File: src/sv/nwsp_pkg.sv
// ----------------------------------------------------------------------------
// nwsp_pkg
// Shared types, character codes and the field parse function for the
// wind sentence parser.
// ----------------------------------------------------------------------------
package nwsp_pkg;

    localparam int SENTENCE_BYTES_DEF = 64;
    localparam int STORE_DEPTH        = 20;
    localparam int FIELD_LEN          = 5;
    localparam int DIR_OFFSET         = 7;
    localparam int SPD_OFFSET         = 15;
    localparam int HEADER_LEN         = 6;
    localparam int OUT_W              = 28;
    localparam int MAG_W              = 27;
    localparam int TOTAL_W            = 30;

    localparam int QUEUE_DEPTH = 2;
    localparam int QPTR_W      = $clog2(QUEUE_DEPTH);
    localparam int QCNT_W      = $clog2(QUEUE_DEPTH + 1);

    // exact divide by ten for any 32-bit value
    localparam logic [31:0] RECIP_TEN   = 32'hCCCC_CCCD;
    localparam int          RECIP_SHIFT = 35;

    localparam logic [7:0] CHAR_DOLLAR = 8'h24;
    localparam logic [7:0] CHAR_PLUS   = 8'h2B;
    localparam logic [7:0] CHAR_MINUS  = 8'h2D;
    localparam logic [7:0] CHAR_POINT  = 8'h2E;
    localparam logic [7:0] CHAR_ZERO   = 8'h30;
    localparam logic [7:0] CHAR_NINE   = 8'h39;

    localparam logic [0:HEADER_LEN-1][7:0] HEADER_BYTES = "$IIMWV";

    typedef logic [FIELD_LEN-1:0][7:0] field_bytes_t;

    typedef struct packed {
        field_bytes_t dir;
        field_bytes_t spd;
    } fields_t;

    typedef enum logic [1:0] {
        PH_INT,
        PH_FRAC,
        PH_DONE
    } parse_phase_t;

    typedef struct packed {
        logic        neg;
        logic [16:0] ip;
        logic [13:0] frac;
        logic [2:0]  nfrac;
    } field_parse_t;

    // sign, integer digits, optional point, fraction digits; stops at
    // the first other byte
    function automatic field_parse_t parse_field(input field_bytes_t b);
        field_parse_t r;
        parse_phase_t ph;
        logic         sgn;
        logic         dig;
        logic [3:0]   d;
        logic [7:0]   c;
        r   = '0;
        ph  = PH_INT;
        sgn = (b[0] == CHAR_MINUS) || (b[0] == CHAR_PLUS);
        r.neg = (b[0] == CHAR_MINUS);
        for (int i = 0; i < FIELD_LEN; i++) begin
            if (!(i == 0 && sgn)) begin
                c   = b[i];
                dig = c inside {[CHAR_ZERO:CHAR_NINE]};
                d   = c[3:0];
                case (ph)
                    PH_INT:
                    begin
                        if (dig) begin
                            r.ip = 17'(r.ip * 17'd10 + 17'(d));
                        end else if (c == CHAR_POINT) begin
                            ph = PH_FRAC;
                        end else begin
                            ph = PH_DONE;
                        end
                    end
                    PH_FRAC:
                    begin
                        if (dig) begin
                            r.frac  = 14'(r.frac * 14'd10 + 14'(d));
                            r.nfrac = r.nfrac + 3'd1;
                        end else begin
                            ph = PH_DONE;
                        end
                    end
                    default:
                    begin
                        ph = PH_DONE;
                    end
                endcase
            end
        end
        return r;
    endfunction

endpackage

File: src/sv/nwsp_queue.sv
// ----------------------------------------------------------------------------
// nwsp_queue
// Short register queue between the byte front end and the conversion
// pipeline.
// ----------------------------------------------------------------------------
module nwsp_queue (
    input  logic              clk,
    input  logic              rst_n,
    input  logic              push,
    input  nwsp_pkg::fields_t push_data,
    output logic              full,
    output logic              pop_valid,
    input  logic              pop,
    output nwsp_pkg::fields_t pop_data
);
    import nwsp_pkg::*;

    fields_t             data_reg [QUEUE_DEPTH];
    logic [QPTR_W-1:0]   wr_ptr_reg;
    logic [QPTR_W-1:0]   wr_ptr_next;
    logic [QPTR_W-1:0]   rd_ptr_reg;
    logic [QPTR_W-1:0]   rd_ptr_next;
    logic [QCNT_W-1:0]   count_reg;
    logic [QCNT_W-1:0]   count_next;

    assign full      = count_reg == QCNT_W'(QUEUE_DEPTH);
    assign pop_valid = count_reg != '0;
    assign pop_data  = data_reg[rd_ptr_reg];

    always_comb
    begin
        wr_ptr_next = wr_ptr_reg;
        rd_ptr_next = rd_ptr_reg;
        count_next  = count_reg;
        if (push) begin
            wr_ptr_next = (wr_ptr_reg == QPTR_W'(QUEUE_DEPTH - 1)) ? '0
                        : QPTR_W'(wr_ptr_reg + QPTR_W'(1));
        end
        if (pop) begin
            rd_ptr_next = (rd_ptr_reg == QPTR_W'(QUEUE_DEPTH - 1)) ? '0
                        : QPTR_W'(rd_ptr_reg + QPTR_W'(1));
        end
        if (push && !pop) begin
            count_next = QCNT_W'(count_reg + QCNT_W'(1));
        end else if (pop && !push) begin
            count_next = QCNT_W'(count_reg - QCNT_W'(1));
        end
    end

    always_ff @(posedge clk or negedge rst_n)
    begin
        if (!rst_n) begin
            wr_ptr_reg <= '0;
            rd_ptr_reg <= '0;
            count_reg  <= '0;
        end else begin
            wr_ptr_reg <= wr_ptr_next;
            rd_ptr_reg <= rd_ptr_next;
            count_reg  <= count_next;
        end
    end

    always_ff @(posedge clk)
    begin
        if (push) begin
            data_reg[wr_ptr_reg] <= push_data;
        end
    end

`ifndef SYNTHESIS
    a_no_overflow: assert property (@(posedge clk) disable iff (!rst_n)
        !(push && full && !pop))
        else $error("push into full queue");

    a_no_underflow: assert property (@(posedge clk) disable iff (!rst_n)
        !(pop && !pop_valid))
        else $error("pop from empty queue");

    a_fill_step: assert property (@(posedge clk) disable iff (!rst_n)
        push && !pop |=> count_reg == QCNT_W'($past(count_reg) + QCNT_W'(1)))
        else $error("queue fill count slipped");
`endif

endmodule

File: config.mk
export PLATFORM = sky130hd
export DESIGN_NAME = nwsp_queue
export DESIGN_NICKNAME = d
export VERILOG_FILES = /design/src/sv/nwsp_pkg.sv /design/src/sv/nwsp_queue.sv
export SDC_FILE = /design/constraint.sdc
export NUM_CORES = 1
export LEC_CHECK = 0
export BUFFER_PORTS_ARGS = -buffer_cell sky130_fd_sc_hd__buf_2
export CORE_AREA = 3 3 131 133
export DETAILED_ROUTE_END_ITERATION = 8
export DIE_AREA = 0 0 134 136
export SYNTH_ARGS = -nofsm -noshare
export SYNTH_HDL_FRONTEND = slang
export SYNTH_SLANG_ARGS = --single-unit
File: constraint.sdc
create_clock -name clk -period 10.17 [get_ports clk]
set_input_delay 1.5255 -clock clk [delete_from_list [all_inputs] [get_ports clk]]
set_output_delay 1.5255 -clock clk [all_outputs]
set_load 0.005 [all_outputs]
-- Yosys cells after proc, flatten, opt, wreduce, memory -nomap -nowiden
Memories as Yosys holds them, arrays and structs flattened.
Index checks and enable logic that the tools add are counted.
W data, S select, Z words.
- register bits: 4
- bits in latches: 0
- memory bits (writable): 160
- memory bits (read-only): 0
- input bits: 84
- output and inout bits: 82
- logic and storage cells: 21
- memories kept: 1
- add/sub/neg operators: 4
- multiply operators: 0
- divide/modulo/power cells: 0
- magnitude comparators: 0
- equal/unequal tests: 1
- shifts and indexed selects: 0
- multiplexer cells: 6
- bitwise logic cells: 0
- reductions and logical operators: 6
- memory list (memory ; words ; bits a word ; rd ports ; clocked after Yosys merged registers in ; wr ports ; line ; RTL):
    data_reg ; 2 ; 80 ; 1 ; 0 ; 1 ; nwsp_queue.sv:18 ; fields_t data_reg [QUEUE_DEPTH];
- operator list (operator ; number):
    $mux W1 ; 4
    $mux W2 ; 2
    $reduce_bool A2 Y1 ; 2
    $add A1 B1 Y1 const B ; 2
    $add A2 B1 Y2 const B ; 1
    $eq A2 B2 Y1 const B ; 1
    $logic_and A1 B1 Y1 ; 2
    $logic_not A1 Y1 ; 2
    $sub A2 B1 Y2 const B ; 1

-- Logic depth before layout (Yosys ltp)
- depth in word-level cells: 4
- gate-level depth with buffers: 5
- gate-level depth less buffers: 5

-- Worst setup path before layout
OpenSTA, ideal clock, no wires.
- path kind: input port to flip-flop
- start point: input port push
- end point: memory data_reg[0][0] in the netlist's numbering (enable)
- setup time: 0.528 ns
- data arrival time: 5.023 ns
- data required time: 9.642 ns
- setup slack: 4.618 ns
- cell stages on the path: 1
- path buffers: 0
- cells stage by stage: nor2b_1
- cells in the longest elaborated chain, start to end: 2
- ends and longest elaborated chain (what ; line ; RTL):
    from (decl) ; nwsp_queue.sv:9 ; input logic push,
    $mux W1 ; nwsp_queue.sv:65 ; if (push) begin
    $mux W1 (implied by the code) ; nwsp_queue.sv:66 ; data_reg[wr_ptr_reg] <= push_data;
    to (decl) ; nwsp_queue.sv:18 ;
Every way passes these cells.

==> reports/qor.csv <==
stage,metric,value,unit
grt,grt_first_pass_wirelength,17300,um
setup_path,critPathCaptureType,output pin,
final_layout,largest_reg_flops,160,
clock_tree,path_clk_slew,0.06,ns
setup_path,worstReg2RegEnd,data_reg[0][59]$_DFFE_PP_,
floorplanning,num_io_pins,166,
clock_tree,clk_latency,0.40,ns
final_layout,nets,528,
grt,met1_usage,15.4,%
setup_path,worstSetupPathType,flip-flop to output pin,
placement,numPlacedInstances,640,
detailed_routing,routed-via-count,3029,
timing,final.setup.worst_slack,6.02,ns
detailed_routing,remaining_routing_drc_violations,0,
setup_path,worst-r2r-setup-slack,8.32,ns
yosys,top_reg_cell_synth,sky130_fd_sc_hd__edfxtp_1,
run,max-cap-violations,0,
detailed_routing,final_wirelength,11100,um
setup_path,critical_path.max_fanout,48,
timing,rsz0062_at_grt,no,
floorplanning,floorplan.die_area,0.0182,mm^2
run_status,run_status,finished clean,
setup_path,worst_setup_endpoint,pop_data[56],
setup_path,timing.rr.start,wr_ptr_reg$_DFFE_PN0P_,
yosys,synth_area_per_cell,24.0,um^2
timing,fin_worst_skew,0.00360,ns
clock_tree,clock_tree.buffer_depth,2,
grt,grt.met2_usage,20.7,%
timing,setup-violations-final,0,
floorplanning,std_cell_rows,46,
yosys,yosysUniqueCellTypes,14,
grt,grt_usage,12.6,%
grt,antenna_found_initial,0,
timing,timing.final.max_slew_violations,0,
setup_path,critPathArrivalTime,2.62,ns
yosys,ys.warnings.count,0,
grt,vias_in_the_first_global_route,3267,
yosys,netlist_top_cells_count,"160 x sky130_fd_sc_hd__edfxtp_1, 79 x sky130_fd_sc_hd__mux2_4, 8 x sky130_fd_sc_hd__buf_12",
grt,grt_start_max_net_pins,81,
min_path,worstHoldPathType,flip-flop to flip-flop,
clock_tree,cts_num_sinks,164,
detailed_routing,drt_first_iter_violations,191,
grt,grt_use_met3,4.33,%
timing,final-hold-violation-count,0,
clock_tree,ctsHtreeMaxLevel,4,
timing,setup-tns-final,0,ns
placement,placed_area,0.00732,mm^2
setup_path,cp_data_required_time,8.64,ns
yosys,synth_area,0.00636,mm^2
final_layout,syn_to_final_growth,24.8,%
clock_tree,ctsHoldBuffers,0,
timing,tightest_slew,1.15,ns
power,p_leak,3.22,nW
yosys,synth_top_area_share,75.5,%
detailed_routing,vias_per_cell,4.51,
clock_tree,cts.repair_timing.setup_buffer_count,0,
power,ir_drop,179,uV
detailed_routing,routed_wire_length_per_instance,16.4,um
setup_path,reg2reg_depth,2,
clock_tree,cts_repair_resize_count,0,
yosys,number_of_synthesized_flops_with_an_enable_pin,160,
floorplanning,floorplan.initialDensity,39.9,%
setup_path,setup.worst_path.start_class,flip-flop,
timing,timing.final.crit_share,40.8,%
detailed_routing,postRouteAntennaNets,0,
timing,final_period_minus_worst_setup_slack,4.15,ns
placement,pre_cts_ws,6.37,ns
final_layout,n_antenna_cell,0,
placement,dp_hpwl,7060,um
grt,gr-max-usage-layer,met2,
setup_path,worst_setup_path_startpoint,rd_ptr_reg$_DFFE_PN0P_,
yosys,synth.most_common_cell,sky130_fd_sc_hd__edfxtp_1,
detailed_routing,drtPass1Iterations,4,
grt,global_route.overflow_total,0,
yosys,synth-seq-cells,164,
yosys,synth_area_leaders,"sky130_fd_sc_hd__edfxtp_1 76%, sky130_fd_sc_hd__mux2_4 19%, sky130_fd_sc_hd__buf_12 2.5%",
setup_path,list_of_cells_traversed_by_the_critical_path,buf_4 > mux2_4 > buf_2,
power,cellPowerDensity,279,mW/mm^2
clock_tree,root_buf_cell,sky130_fd_sc_hd__clkbuf_16,
final_layout,post_route_cells_drive_above_1_share,61.6,%
yosys,syn_inst,265,
setup_path,slowest_delay,0.85,ns
final_layout,final_cells,672,
clock_tree,cts_tree,built,
placement,buffer_ports.inserted,165,
yosys,share_of_the_yosys_chip_area_belonging_to_registers,77.1,%
clock_tree,cts_made_buffers,17,
placement,place.gp.congestion,0.654,
floorplanning,fp.dieW,134,um
yosys,synthArstFlopShare,2.44,%
floorplanning,coreArea,0.0159,mm^2
timing,relSlewSlack,23.6,%
final_layout,final_design_area_no_fill,0.00794,mm^2
setup_path,timing.critical_path.slowest_stage_cell,sky130_fd_sc_hd__dfrtp_4,
yosys,netlist.top_cell.by_area,sky130_fd_sc_hd__edfxtp_1,
timing,achievable-frequency,241,MHz
yosys,synthesis.nets,350,
floorplanning,fp.dieH,136,um
worst min-delay path by stage:
stage | start | to | slack (ns) | depth (start not counted)
3_3_place_gp | count_reg[1]$_DFFE_PN0P_ | count_reg[1]$_DFFE_PN0P_ | 0.47 | 1
2_1_floorplan | count_reg[1]$_DFFE_PN0P_ | count_reg[1]$_DFFE_PN0P_ | 0.45 | 1
4_1_cts | count_reg[1]$_DFFE_PN0P_ | count_reg[1]$_DFFE_PN0P_ | 0.49 | 1
6_report | count_reg[1]$_DFFE_PN0P_ | count_reg[1]$_DFFE_PN0P_ | 0.48 | 1
5_1_grt | count_reg[1]$_DFFE_PN0P_ | count_reg[1]$_DFFE_PN0P_ | 0.50 | 1
3_5_place_dp | count_reg[1]$_DFFE_PN0P_ | count_reg[1]$_DFFE_PN0P_ | 0.48 | 1
per-stage QoR:
stage | power, W | hold WS [ns] | utilization [%]
floorplan | 0.00143 | 0.447 | -
global placement | 0.00159 | 0.468 | 45.9
detailed placement | 0.00160 | 0.475 | 45.9
CTS | 0.00226 | 0.486 | 49.8
global route | 0.00233 | 0.495 | 49.8
finish | 0.00221 | 0.482 | 49.8
cell families (layout without fill, tap and decap cells):
family,after synthesis,in the layout,synth area share [%]
and+or+nand+nor,5,5,0.452
DFF,164,164,77.1
xor gates and xnor gates,5,5,0.688
muxes,80,80,18.8
adders and majority gates,1,1,0.197
buffers and inverters,10,201,2.75
cell type report:
class,count,area (um^2)
Inverter,1,3.75
Timing Repair Buffer,168,848
Tap cell,216,270
Clock inverter,15,189
Multi-Input combinational cell,91,1290
Fill cell,1342,8010
Clock buffer,17,425
Sequential cell,164,4910
metal layers:
metal / share of wire (%) / vias to the layer above
li1: - / 1404
met1: 41 / 1493
met2: 50 / 120
met3: 7.7 / 12
met4: 1.5 / 0
met5: 0 / -
power by group:
group	internal, W	switching [W]	total (W)
combinational	0.000343	0.000245	0.000588
clock	0.000408	0.000244	0.000652
sequential	0.000902	0.0000710	0.000973
placed cells by master, fill, tap and decap left out:
cell,synthesis,layout
sky130_fd_sc_hd__mux2_2,1,1
sky130_fd_sc_hd__nor2b_1,2,1
sky130_fd_sc_hd__or2_2,1,1
sky130_fd_sc_hd__bufinv_16,0,4
sky130_fd_sc_hd__and2_4,0,1
sky130_fd_sc_hd__clkinv_1,0,3
sky130_fd_sc_hd__mux2_4,79,79
sky130_fd_sc_hd__ha_1,1,1
sky130_fd_sc_hd__buf_4,0,3
sky130_fd_sc_hd__inv_1,1,1
sky130_fd_sc_hd__clkbuf_16,0,17
sky130_fd_sc_hd__dfrtp_4,0,1
sky130_fd_sc_hd__xor2_1,4,4
sky130_fd_sc_hd__nor2_1,1,1
sky130_fd_sc_hd__buf_2,0,165
sky130_fd_sc_hd__clkinvlp_4,0,1
sky130_fd_sc_hd__dfrtp_1,4,3
sky130_fd_sc_hd__xnor2_1,1,1
sky130_fd_sc_hd__nor2b_4,0,1
sky130_fd_sc_hd__clkinv_2,0,3
sky130_fd_sc_hd__clkinv_4,0,4
sky130_fd_sc_hd__edfxtp_1,160,160
worst max-delay path, delay by kind of cell (launching register included):
family / cells / cell delay (ns)
muxes: 1 / 0.36
DFF: 1 / 0.85
buffers and inverters: 2 / 0.96
No activity file was read; power rests on OpenSTA's default activity.
