[config.mk]
export PLATFORM = sky130hd
export DESIGN_NAME = nwsp_front
export DESIGN_NICKNAME = d
export VERILOG_FILES = /design/src/sv/nwsp_pkg.sv /design/src/sv/nwsp_front.sv
export SDC_FILE = /design/constraint.sdc
export NUM_CORES = 1
export LEC_CHECK = 0
export BUFFER_PORTS_ARGS = -buffer_cell sky130_fd_sc_hd__buf_2
export CAP_MARGIN = 20
export CORE_MARGIN = 5
export CORE_UTILIZATION = 59
export CTS_BUF_LIST = sky130_fd_sc_hd__clkbuf_2 sky130_fd_sc_hd__clkbuf_4 sky130_fd_sc_hd__clkbuf_8
export DETAILED_ROUTE_END_ITERATION = 6
export GPL_ROUTABILITY_DRIVEN = 0
export PLACE_DENSITY = 0.9
export SLEW_MARGIN = 20
export SYNTH_ARGS = -nofsm -noshare
export SYNTH_HDL_FRONTEND = slang
export SYNTH_SLANG_ARGS = --single-unit
[constraint.sdc]
create_clock -name clk -period 2.6 [get_ports clk]
set_input_delay 0.52 -clock clk [delete_from_list [all_inputs] [get_ports clk]]
set_output_delay 0.52 -clock clk [all_outputs]
set_load 0.02 [all_outputs]
[src/sv/nwsp_pkg.sv]
// ----------------------------------------------------------------------------
// nwsp_pkg
// Shared types, character codes and the field parse function for the
// wind sentence parser.
// ----------------------------------------------------------------------------
package nwsp_pkg;

    localparam int SENTENCE_BYTES_DEF = 64;
    localparam int STORE_DEPTH        = 20;
    localparam int FIELD_LEN          = 5;
    localparam int DIR_OFFSET         = 7;
    localparam int SPD_OFFSET         = 15;
    localparam int HEADER_LEN         = 6;
    localparam int OUT_W              = 28;
    localparam int MAG_W              = 27;
    localparam int TOTAL_W            = 30;

    localparam int QUEUE_DEPTH = 2;
    localparam int QPTR_W      = $clog2(QUEUE_DEPTH);
    localparam int QCNT_W      = $clog2(QUEUE_DEPTH + 1);

    // exact divide by ten for any 32-bit value
    localparam logic [31:0] RECIP_TEN   = 32'hCCCC_CCCD;
    localparam int          RECIP_SHIFT = 35;

    localparam logic [7:0] CHAR_DOLLAR = 8'h24;
    localparam logic [7:0] CHAR_PLUS   = 8'h2B;
    localparam logic [7:0] CHAR_MINUS  = 8'h2D;
    localparam logic [7:0] CHAR_POINT  = 8'h2E;
    localparam logic [7:0] CHAR_ZERO   = 8'h30;
    localparam logic [7:0] CHAR_NINE   = 8'h39;

    localparam logic [0:HEADER_LEN-1][7:0] HEADER_BYTES = "$IIMWV";

    typedef logic [FIELD_LEN-1:0][7:0] field_bytes_t;

    typedef struct packed {
        field_bytes_t dir;
        field_bytes_t spd;
    } fields_t;

    typedef enum logic [1:0] {
        PH_INT,
        PH_FRAC,
        PH_DONE
    } parse_phase_t;

    typedef struct packed {
        logic        neg;
        logic [16:0] ip;
        logic [13:0] frac;
        logic [2:0]  nfrac;
    } field_parse_t;

    // sign, integer digits, optional point, fraction digits; stops at
    // the first other byte
    function automatic field_parse_t parse_field(input field_bytes_t b);
        field_parse_t r;
        parse_phase_t ph;
        logic         sgn;
        logic         dig;
        logic [3:0]   d;
        logic [7:0]   c;
        r   = '0;
        ph  = PH_INT;
        sgn = (b[0] == CHAR_MINUS) || (b[0] == CHAR_PLUS);
        r.neg = (b[0] == CHAR_MINUS);
        for (int i = 0; i < FIELD_LEN; i++) begin
            if (!(i == 0 && sgn)) begin
                c   = b[i];
                dig = c inside {[CHAR_ZERO:CHAR_NINE]};
                d   = c[3:0];
                case (ph)
                    PH_INT:
                    begin
                        if (dig) begin
                            r.ip = 17'(r.ip * 17'd10 + 17'(d));
                        end else if (c == CHAR_POINT) begin
                            ph = PH_FRAC;
                        end else begin
                            ph = PH_DONE;
                        end
                    end
                    PH_FRAC:
                    begin
                        if (dig) begin
                            r.frac  = 14'(r.frac * 14'd10 + 14'(d));
                            r.nfrac = r.nfrac + 3'd1;
                        end else begin
                            ph = PH_DONE;
                        end
                    end
                    default:
                    begin
                        ph = PH_DONE;
                    end
                endcase
            end
        end
        return r;
    endfunction

endpackage

[src/sv/nwsp_front.sv]
// ----------------------------------------------------------------------------
// nwsp_front
// Collects sentence bytes; when a '$' closes a held sentence it checks
// the header and on a match pushes both raw field byte groups to the queue.
// ----------------------------------------------------------------------------
module nwsp_front #(
    parameter int SENTENCE_BYTES = 64
) (
    input  logic              clk,
    input  logic              rst_n,
    input  logic              rx_valid,
    output logic              rx_stall,
    input  logic [7:0]        rx_byte,
    input  logic              q_full,
    output logic              q_push,
    output nwsp_pkg::fields_t q_data
);
    import nwsp_pkg::*;

    localparam int CW     = $clog2(SENTENCE_BYTES + 1);
    localparam int SIDX_W = $clog2(STORE_DEPTH);

    logic [CW-1:0] count_reg;
    logic [CW-1:0] count_next;
    logic [7:0]    store_reg [STORE_DEPTH];

    logic          accept;
    logic          restart;
    logic          hdr_ok;
    logic [CW-1:0] base;
    logic          do_write;

    assign rx_stall = q_full;
    assign accept   = rx_valid && !rx_stall;

    always_comb
    begin
        hdr_ok = 1'b1;
        for (int i = 0; i < HEADER_LEN; i++) begin
            if (store_reg[i] != HEADER_BYTES[i]) begin
                hdr_ok = 1'b0;
            end
        end
    end

    assign restart  = (rx_byte == CHAR_DOLLAR) && (count_reg != '0);
    assign base     = restart ? '0 : count_reg;
    assign do_write = base < CW'(SENTENCE_BYTES);
    assign q_push   = accept && restart && hdr_ok;

    always_comb
    begin
        for (int i = 0; i < FIELD_LEN; i++) begin
            q_data.dir[i] = store_reg[DIR_OFFSET + i];
            q_data.spd[i] = store_reg[SPD_OFFSET + i];
        end
    end

    always_comb
    begin
        count_next = count_reg;
        if (accept) begin
            count_next = do_write ? CW'(base + CW'(1)) : base;
        end
    end

    always_ff @(posedge clk or negedge rst_n)
    begin
        if (!rst_n) begin
            count_reg <= '0;
            for (int i = 0; i < STORE_DEPTH; i++) begin
                store_reg[i] <= '0;
            end
        end else begin
            count_reg <= count_next;
            // positions past the store are counted only
            if (accept && do_write && (base < CW'(STORE_DEPTH))) begin
                for (int i = 0; i < STORE_DEPTH; i++) begin
                    if (base[SIDX_W-1:0] == SIDX_W'(i)) begin
                        store_reg[i] <= rx_byte;
                    end
                end
            end
        end
    end

`ifndef SYNTHESIS
    a_count_range: assert property (@(posedge clk) disable iff (!rst_n)
        count_reg <= CW'(SENTENCE_BYTES))
        else $error("byte count beyond sentence length");

    a_dollar_restart: assert property (@(posedge clk) disable iff (!rst_n)
        accept && (rx_byte == CHAR_DOLLAR) |=>
            (count_reg == CW'(1)) && (store_reg[0] == CHAR_DOLLAR))
        else $error("dollar did not start a new sentence");

    a_push_header: assert property (@(posedge clk) disable iff (!rst_n)
        q_push |-> (store_reg[0] == CHAR_DOLLAR) && (count_reg != '0))
        else $error("push without a held sentence");
`endif

endmodule

[After elaboration in Yosys (flattened, before gate mapping)]
Cells that the tools add are included.
Cells by class
  add/sub/neg operators: 1
  $lt $le $gt $ge: 2
  equality and inequality tests: 22
  multiplexer cells: 8
  reductions and logical operators: 25
Operators with widths (number)
  $ne A8 B7 Y1 const B: 5
  $reduce_and A2 Y1: 16
  $eq A5 B4 Y1 const B: 5
  $eq A5 B5 Y1 const B: 4
  $eq A5 B3 Y1 const B: 3
  $mux W7: 2
  $eq A5 B2 Y1 const B: 2
  $eq A8 B6 Y1 const B: 1
  $ne A8 B6 Y1 const B: 1
  $add A7 B1 Y7 const B: 1
  $lt A7 B5 Y1 const B: 1
  $lt A7 B7 Y1 const B: 1
  $reduce_bool A7 Y1: 1
  $logic_and A1 B1 Y1: 6
  $mux W1: 6
  $eq A5 B1 Y1 const B: 1
  $logic_not A5 Y1: 1
  $logic_not A1 Y1: 1
Word-level totals
  flip-flop bits (word level): 135
  bits of input ports: 12
  output and inout bits: 82
  word-level logic and storage cells: 75

[Logic depth before layout (Yosys ltp)]
Gate-level depths: netlist of run 1.
  word-level depth: 8
  mapped depth: 12

[Least setup slack after synthesis of run 1]
OpenSTA, ideal clock, no wires.
  path kind: in2reg
  start: input rx_byte[4]
  end: register store_reg (netlist bit q_data[0])
  setup time: 0.125 ns
  arrival time: 2.637 ns
  path slack: -0.162 ns
  cell stages on the path: 11
  buffers on the path: 1
  path through: and4bb_2 > nand2_1 > and2_1 > ha_1 > clkbuf_1 > nand3_1 > nor2_1 > ha_1 > nand2_1 > a21oi_2 > mux2_2
Between the ends
  word-level cells in the longest chain between the ends: 7
  elaborated cells on any way between the ends: 9
  those cells by class: order compare: 2; eq/ne: 2; mux: 1; reduce/logical: 4
RTL lines
  from (decl): line nwsp_front.sv:13  | input logic [7:0] rx_byte,
  $eq A8 B6 Y1 *: line nwsp_front.sv:46  | assign restart = (rx_byte == CHAR_DOLLAR) && (count_reg != '0);
  $logic_and A1 B1 Y1 *: line nwsp_front.sv:46
  $mux W7 *: line nwsp_front.sv:47  | assign base = restart ? '0 : count_reg;
  $lt A7 B7 Y1: line nwsp_front.sv:48  | assign do_write = base < CW'(SENTENCE_BYTES);
  $logic_and A1 B1 Y1 (2 in a row): line nwsp_front.sv:77  | if (accept && do_write && (base < CW'(STORE_DEPTH))) begin
  $reduce_and A2 Y1 (no source line) *
  to (signal, indexed assignment): line nwsp_front.sv:80  | store_reg[i] <= rx_byte;
  to (decl): line nwsp_front.sv:25  | logic [7:0] store_reg [STORE_DEPTH];
Every way passes the cells marked *; elsewhere a longest branch is shown, timed or not.
A chain may end at the register's enable or synchronous reset.

[Worst setup path in the final report of run 1]
  start: input rx_byte[4]
  end: output q_push
Between the ends
  word-level cells in the longest chain between the ends: 4
RTL lines
  $eq A8 B6 Y1: line nwsp_front.sv:46
  $logic_and A1 B1 Y1: line nwsp_front.sv:46
  $logic_and A1 B1 Y1 (2 in a row): line nwsp_front.sv:49  | assign q_push = accept && restart && hdr_ok;
  to (decl): line nwsp_front.sv:15  | output logic q_push,
No other way between the ends.

==> impl_metrics.py, run 1 <==
metrics = {
    "outcome": {
        "status": "finished, final reports clean",
    },
    "flow_run": {
        "cap_violations": 0,
    },
    "detailed_routing": {
        "drt.antenna.violating_nets": 0,
        "route.detailed.drc": 0,
        "vias": 3675,
        "wl_per_cell_um": 20.69,
        "routed_wl_um": 13220,
        "routed_via_density": 5.751,
        "drtPass1Iterations": 4,
        "drtIter0Drc": 214,
    },
    "worst_setup_path": {
        "slowest_delay_ns": 0.33,
        "start_kind": "input port",
        "r2r_slack_ns": 0.23,
        "crit_buf_inv": 3,
        "crit_chain": "buf_2 > and4bb_2 > buf_4 > and2_0 > nand3_1 > nor4_2 > buf_2",
        "r2r_start": "count_reg[5]",
        "path_common_cell": "buf_2",
        "path_delay_family": "simple AND/OR/NAND/NOR gates",
        "criticalPathCategory": "input port to output pin",
        "end_kind": "output pin",
        "r2r_cells": 4,
        "arrival_ns": 1.96,
        "cp_max_fo": 4,
        "crit_slowest_cell": "nor4_2",
        "critical_path.startpoint": "rx_byte[4]",
        "crit_required_ns": 2.08,
        "reg2reg_to": "q_data[78]",
    },
    "logic_synthesis": {
        "netlist_instances": 452,
        "synthesis.area_mm2": 0.006153,
        "ys_async_sr_fraction": 1.000,
        "synth_edf_count": 0,
        "synth_cell_types": 44,
        "syn_avg_cell_area_um2": 13.61,
        "syn-num-nets": 469,
        "yosysSeqAreaShare": 0.5490,
        "yosysWarningCount": 0,
        "synthFlopType": "dfrtp_1",
        "ys_seq_elements": 135,
    },
    "clock_network": {
        "h-tree-depth": 4,
        "ctsResizeCount": 0,
        "cts_buffers": 17,
        "cts_sinks": 135,
        "clk_latency_ns": 0.42,
        "path_clk_slew_ns": 0.07,
        "cts_max_path_buffers": 2,
        "cts_tree": "built",
        "ctsHoldBuffers": 0,
        "cts_setup_buffers": 0,
        "clockRootBuffer": "clkbuf_8",
    },
    "placed_design": {
        "hpwlAfterDp_um": 8985,
        "io_buffers": 93,
    },
    "sta": {
        "hold_ws_ns": 0.05629,
        "drv_slew": 0,
        "relSlewSlack": 0.5283,
        "tightestPinTransition_ns": 0.7075,
        "finClkSkew_ns": 0.01225,
        "setup_viol": 0,
        "finalHoldViolCount": 0,
        "fmax_mhz": 404.0,
        "period_minus_slack_ns": 2.475,
        "rsz0062_at_grt": "no",
        "fin_crit_sh": 0.9521,
        "fin_setup_tns_ns": 0,
    },
    "cells_and_area": {
        "insertedDiodeCount": 0,
        "syn_to_final_growth_pct": 9.577,
        "multi_input_area_mm2": 0.002116,
        "nets": 509,
        "largest_reg_flops": 80,
        "register_area_mm2": 0.003378,
        "final_cell_mix": "dfrtp_1 (135), mux2_2 (126), buf_2 (92)",
        "fillers": 726,
        "layout_commonest_cell": "dfrtp_1",
        "drive_gt1_frac": 0.5765,
    },
    "global_routing": {
        "track_usage": 0.2201,
        "grt_remaining_overflow": 0,
        "grt_pass1_vias": 4042,
        "antenna_found_initial": 0,
        "grt_max_degree": 55,
        "grt_pass1_wl_um": 21740,
    },
    "pwr": {
        "p_leak_nw": 3.563,
        "finalPower_mw": 6.072,
        "ir_worst_vdd_v": 0.0006470,
        "p_per_area_mw_per_mm2": 900.6,
    },
    "floorplan": {
        "die-area_mm2": 0.01257,
        "core_mm2": 0.01023,
        "ioPinCount": 94,
        "die_y_um": 112.1,
        "initial_core_util": 0.6014,
        "die_x_um": 112.1,
        "rows": 37,
    },
    "hold_path": {
        "hold_path_class": "input port to asynchronous set/reset pin",
    },
}
## per-stage QoR
step | cell area (um^2) | util | instances | worst slack, ns
after floorplan | 6171 | - | 452 | 0.03016
after global placement | 6341 | 0.6198 | 609 | 0.1191
after detailed placement | 6341 | 0.6198 | 609 | 0.004658
after CTS | 6743 | 0.6590 | 639 | 0.1176
after global routing | 6743 | 0.6590 | 639 | 0.04757
final | 6743 | 0.6590 | 639 | 0.1246
## synthesized netlist by cell type (4+ instances only)
library cell,instances,area (um^2)
and4b_1,4,40.04
buf_4,81,608.1
clkbuf_1,12,45.04
dfrtp_1,135,3378
ha_1,5,62.56
inv_1,5,18.77
mux2_2,126,1419
nand2_1,16,60.06
nand2_2,4,25.02
nand4_1,5,31.28
nor2_1,5,18.77
nor2_2,4,25.02
nor4b_1,6,52.55
## cells by family (layout without fill, tap and decap cells)
kind of cell	Yosys count	count (layout)	synth area share
flip-flops	135	135	0.5490
AND/OR/NAND/NOR	68	68	0.07056
buffers and inverters	99	150	0.1098
adder cells (fa/ha/maj)	5	5	0.01017
AO/OA/AOI/OAI	15	15	0.02298
multiplexers	130	130	0.2375
## worst max-delay path by stage
stage	slack, ns	end	depth (start not counted)
3_5_place_dp	0.005	q_data[3]	11
6_report	0.12	q_push	7
5_1_grt	0.05	q_push	7
3_3_place_gp	0.12	q_push	7
4_1_cts	0.12	q_push	7
2_1_floorplan	0.03	q_data[0]	11
## metal layers
| layer | vias up | wire length (um) | GRT usage |
|---|---|---|---|
| met2 | 151 | 6621 | 0.3667 |
| met5 | - | 0 | 0 |
| li1 | 1586 | - | - |
| met1 | 1919 | 5516 | 0.2782 |
| met3 | 19 | 927 | 0.06900 |
| met4 | 0 | 158 | 0.06410 |
## power by group
group	internal [mW]	total [mW]	switching (mW)	leakage, nW
clock	0.963	1.74	0.774	0.197
combinational	0.642	1.49	0.847	1.53
sequential	2.55	2.85	0.293	1.83
## final cells by class
class | instances | share of cell area
Tap cell | 136 | 0.02524
Multi-Input combinational cell | 218 | 0.3138
Timing Repair Buffer | 115 | 0.09761
Sequential cell | 135 | 0.5010
Clock buffer | 18 | 0.03674
Clock inverter | 12 | 0.02282
Inverter | 5 | 0.002783
## worst register-to-register path, stage by stage, from the launching register on
cell	delay, ns
dfrtp_1	0.45
or4b_1	0.63
a211oi_2	0.40
nand2_1	0.35
mux2_1	0.40
Note: power is estimated with default switching activity, not from simulation.
==> run 2, diff against run 1 <==
- GPL_TIMING_DRIVEN: not set -> 0
==> impl_metrics.py, run 2 (synthesis results as in run 1) <==
metrics = {
    "outcome": {
        "status": "finished, final reports clean",
    },
    "sta": {
        "drv_slew": 0,
        "period_minus_slack_ns": 2.527,
        "rsz0062_at_grt": "yes",
        "layout_setup_ws_ns": 0.07299,
        "setup_viol": 0,
        "fin_crit_sh": 0.9719,
        "finalHoldViolCount": 0,
        "relSlewSlack": 0.5206,
        "fmax_mhz": 395.7,
        "finClkSkew_ns": 0.01268,
        "fin_setup_tns_ns": 0,
        "tightestPinTransition_ns": 0.7191,
    },
    "worst_setup_path": {
        "arrival_ns": 2.01,
        "r2r_cells": 4,
        "end_kind": "output pin",
        "crit_chain": "clkbuf_4 > and4bb_4 > and2_0 > buf_4 > nand3_2 > nor4_4 > buf_4",
        "criticalPathCategory": "input port to output pin",
        "cp_max_fo": 8,
        "crit_required_ns": 2.08,
        "crit_slowest_cell": "and4bb_4",
        "slowest_delay_ns": 0.44,
        "start_kind": "input port",
        "path_common_cell": "buf_4",
    },
    "global_routing": {
        "grt_pass1_vias": 4274,
        "grt_max_degree": 71,
        "grt_remaining_overflow": 0,
        "track_usage": 0.2242,
        "antenna_found_initial": 0,
        "grt_pass1_wl_um": 22290,
    },
    "placed_design": {
        "hpwlAfterDp_um": 9036,
        "pre_cts_slack_ns": -0.5116,
        "io_buffers": 93,
        "dp_cells": 682,
    },
    "floorplan": {
        "ioPinCount": 94,
        "rows": 37,
        "die-area_mm2": 0.01257,
        "initial_core_util": 0.6014,
        "core_mm2": 0.01023,
        "die_x_um": 112.1,
        "die_y_um": 112.1,
    },
    "clock_network": {
        "clk_latency_ns": 0.44,
        "cts_tree": "built",
        "ctsHoldBuffers": 0,
        "clockRootBuffer": "clkbuf_8",
        "cts_sinks": 135,
        "h-tree-depth": 4,
        "path_clk_slew_ns": 0.08,
        "cts_max_path_buffers": 2,
        "cts_buffers": 17,
    },
    "cells_and_area": {
        "fillers": 681,
        "syn_to_final_growth_pct": 18.99,
        "largest_reg_flops": 80,
        "final_util": 0.7157,
        "drive_gt1_frac": 0.6183,
        "final_cell_mix": "dfrtp_1 (135), mux2_2 (126), buf_2 (89)",
        "layout_commonest_cell": "dfrtp_1",
        "nets": 584,
        "insertedDiodeCount": 0,
        "fin_cells": 715,
    },
    "detailed_routing": {
        "drtPass1Iterations": 4,
        "drt.antenna.violating_nets": 0,
        "vias": 3859,
        "routed_via_density": 5.397,
        "routed_wl_um": 13490,
        "wl_per_cell_um": 18.87,
        "route.detailed.drc": 0,
        "drtIter0Drc": 257,
    },
    "flow_run": {
        "cap_violations": 0,
    },
    "hold_path": {
        "hold_path_class": "input port to asynchronous set/reset pin",
    },
    "pwr": {
        "p_per_area_mw_per_mm2": 885.8,
        "ir_worst_vdd_v": 0.0007265,
        "p_leak_nw": 3.952,
    },
}
run 2: cell types whose count changed in the layout (fill, tap and decap cells not counted), sizes merged:
cell	before	now
clkinv	5	6
clkbuf	18	33
inv	6	5
clkinvlp	3	2
buf	115	177
run 2: metal layers:
metal / vias up / wire length (um) / global-route usage
met5: - / 0 / 0
met1: 1965 / 5708 / 0.2925
met4: 0 / 245 / 0.06651
met2: 131 / 6686 / 0.3703
li1: 1738 / - / -
met3: 25 / 849 / 0.06038
run 2: path summary, 6_finish.rpt:
kind	end	from	slack, ns
worst max register to register	q_data[64]	count_reg[6]	0.20
min in group clk	q_data[3]	rx_byte[3]	0.44
worst min-delay path	count_reg[0]	rst_n	0.07
worst max-delay path	q_push	rx_byte[3]	0.07
worst min register to register	q_data[64]	q_data[64]	0.50
max in group asynchronous	store_reg[144]	rst_n	1.79
run 2: through the flow:
step                      power [mW]  cell area, um^2  hold WS, ns
after floorplan                4.113             6171       0.2244
after global placement         4.554             6807       0.4786
after detailed placement       4.660             6840       0.4822
after CTS                      6.506             7277      0.08388
after global routing           6.794             7322       0.1102
final                          6.485             7322      0.07122
run 2: worst max-delay path, delay by kind of cell:
kind	cells	cell delay, ns
buffers and inverters	3	0.50
AND/OR/NAND/NOR	4	0.99
run 2: power by group:
group / switching [mW] / internal, mW / total, mW / leakage, nW
clock: 0.827 / 1.01 / 1.83 / 0.208
combinational: 0.913 / 0.908 / 1.82 / 1.91
sequential: 0.279 / 2.55 / 2.83 / 1.83
run 2: cell type report:
class	instances	area (um^2)	area share
flip-flops and latches	135	3378	0.4614
clock inverters	11	150.1	0.02051
inverters	5	18.77	0.002563
multi-input cells	218	2150	0.2936
plain buffers	94	664.4	0.09074
repair buffers	96	521.8	0.07126
well taps	136	170.2	0.02324
clock buffers	20	269.0	0.03674
run 2: what timing repair did:
item                       4_1_cts  5_1_grt
resized for setup                3       13
buffers inserted                 1        1
pin swaps                        2        3
setup endpoints to repair        9        9
==> run 3, diff against run 2 <==
- ABC_AREA: not set -> 1
==> impl_metrics.py, run 3 <==
metrics = {
    "worst_setup_path": {
        "crit_chain": "inv_2 > nand2_1 > nor2_1 > nand2_1 > nand2_4 > inv_1 > nor2_4 > ha_1 > nand2_1 > nor2_4 > nand3_2 > nand2_1 > nand2_1",
        "slowest_delay_ns": 0.46,
        "end_kind": "flop",
        "crit_slowest_cell": "dfrtp_2",
        "r2r_start": "count_reg[2]",
        "cp_max_fo": 9,
        "critical_path.startpoint": "count_reg[2]",
        "start_kind": "flop",
        "arrival_ns": 2.86,
        "crit_required_ns": 2.92,
        "criticalPathCategory": "flop to flop",
        "path_common_cell": "nand2_1",
    },
    "hold_path": {
        "hp-start": "rx_byte[7]",
        "hold_path_class": "input port to flop",
    },
    "global_routing": {
        "grt_remaining_overflow": 0,
        "antenna_found_initial": 0,
        "busiest_layer": "met2",
        "track_usage": 0.2556,
        "grt_pass1_vias": 5524,
        "grt_pass1_wl_um": 26900,
        "grt_use_met2": 0.4188,
        "grt_max_degree": 85,
        "grt_util_met3": 0.06425,
        "grtUsageMet1": 0.3263,
    },
    "cells_and_area": {
        "fin_area_mm2": 0.007876,
        "layout_commonest_cell": "nand2_1",
        "syn_to_final_growth_pct": 17.53,
        "final_cell_mix": "nand2_1 (288), dfrtp_1 (133), nand3_1 (132)",
        "fillers": 755,
        "nets": 903,
        "insertedDiodeCount": 0,
        "largest_reg_flops": 80,
        "drive_gt1_frac": 0.3014,
        "final_util": 0.6987,
    },
    "logic_synthesis": {
        "ys_async_sr_fraction": 1.000,
        "netlist_instances": 779,
        "yosysMostFrequentCell": "nand2_1",
        "synth_top_cell_area_share": 0.5041,
        "synthFlopType": "dfrtp_1",
        "synthesis.area_mm2": 0.006701,
        "synth_edf_count": 0,
        "yosys-top-cells-count": "nand2_1 (288), dfrtp_1 (135), nand3_1 (132)",
        "synth_cell_types": 26,
        "netlist.top_cell.by_area": "dfrtp_1",
        "ys_seq_elements": 135,
        "syn-num-nets": 796,
        "yosysSeqAreaShare": 0.5041,
        "yosysWarningCount": 0,
        "syn_avg_cell_area_um2": 8.603,
        "synth_area_leaders": "dfrtp_1 (50%), nand2_1 (16%), buf_4 (10%)",
    },
    "floorplan": {
        "initial_core_util": 0.5945,
        "core_mm2": 0.01127,
        "ioPinCount": 94,
        "rows": 39,
        "die_x_um": 116.6,
        "die_y_um": 116.6,
        "die-area_mm2": 0.01359,
    },
    "clock_network": {
        "cts_tree": "built",
        "path_clk_slew_ns": 0.07,
        "h-tree-depth": 4,
        "cts_max_path_buffers": 2,
        "cts_sinks": 135,
        "cts_buffers": 17,
        "clockRootBuffer": "clkbuf_8",
        "clk_latency_ns": 0.45,
    },
    "placed_design": {
        "io_buffers": 85,
        "post_dp_cell_area_mm2": 0.007343,
        "hpwlAfterDp_um": 10880,
    },
    "detailed_routing": {
        "vias": 5778,
        "route.detailed.drc": 0,
        "wl_per_cell_um": 16.12,
        "drtIter0Drc": 676,
        "drtPass1Iterations": 7,
        "routed_wl_um": 16800,
        "drt.antenna.violating_nets": 0,
        "routed_via_density": 5.545,
    },
    "sta": {
        "period_minus_slack_ns": 2.541,
        "tightestPinTransition_ns": 0.7129,
        "finalHoldViolCount": 0,
        "rsz0062_at_grt": "yes",
        "relSlewSlack": 0.5247,
        "finClkSkew_ns": 0.005240,
        "drv_slew": 0,
        "fin_setup_tns_ns": 0,
        "setup_viol": 0,
        "fmax_mhz": 393.6,
        "fin_crit_sh": 0.9772,
    },
    "pwr": {
        "ir_worst_vdd_v": 0.0004825,
        "p_leak_nw": 4.438,
        "finalPower_mw": 7.880,
        "p_per_area_mw_per_mm2": 1000,
    },
    "outcome": {
        "status": "finished, final reports clean",
    },
    "flow_run": {
        "cap_violations": 0,
    },
}
[run 3: cell type report]
class / instances / area (um^2) / area share
flip-flops and latches: 135 / 3381 / 0.4292
multi-input cells: 504 / 2511 / 0.3188
plain buffers: 113 / 799.5 / 0.1015
repair buffers: 89 / 488.0 / 0.06195
clock buffers: 23 / 297.8 / 0.03781
well taps: 143 / 178.9 / 0.02272
clock inverters: 9 / 122.6 / 0.01557
inverters: 26 / 97.59 / 0.01239
[run 3: timing repair]
action / CTS / global route
hold buffers: 1 / 0
endpoints found under the setup margin: 24 / 84
gates resized for setup: 4 / 15
pin swaps: 1 / 1
endpoints found under the hold margin: 51 / 0
buffers inserted: 2 / 0
[run 3: where the power goes]
part,switching (mW),total [mW],leakage (nW),internal (mW)
Clock,0.785,1.83,0.220,1.05
Combinational,1.72,2.80,2.42,1.09
Sequential,0.454,3.24,1.80,2.79
Total,2.96,7.88,4.44,4.92
[run 3: worst paths after layout]
path	cells after the start	to	slack, ns
worst max-delay path	13	q_data[63]	0.06
worst min-delay path	3	q_data[39]	0.43
worst max register to register	13	q_data[63]	0.06
worst min register to register	2	q_data[37]	0.48
max in group asynchronous	3	store_reg[132]	1.29
min in group asynchronous	2	q_data[71]	0.57
[run 3: routing by layer]
metal	vias to the layer above	part of all wire
met5	-	0
met4	0	0.039
met3	71	0.083
met2	298	0.49
met1	2770	0.39
li1	2639	-
[run 3: cell families (layout without fill, tap and decap cells)]
group / after synthesis / after routing / synth area share
AOI/OAI and AO/OA: 4 / 4 / 0.003547
DFF: 135 / 135 / 0.5041
xor gates and xnor gates: 3 / 3 / 0.003922
adders and majority gates: 5 / 5 / 0.009335
and+or+nand+nor: 492 / 492 / 0.3447
buffers and inverters: 140 / 260 / 0.1344
[run 3: through the flow]
step | setup WS, ns | hold WS, ns | cells
floorplan | 0.002464 | 0.2244 | 779
global placement | -0.7046 | 0.4541 | 1007
detailed placement | -0.7854 | 0.4578 | 1008
CTS | 0.06220 | 0.4098 | 1042
global route | -0.08272 | 0.4167 | 1042
finish | 0.05934 | 0.4264 | 1042
[run 3: worst max-delay path, delay by kind of cell (launching register included)]
| family | cells | cell delay (ns) |
|---|---|---|
| buffers and inverters | 2 | 0.25 |
| and+or+nand+nor | 10 | 1.50 |
| adders and majority gates | 1 | 0.21 |
| DFF | 1 | 0.46 |
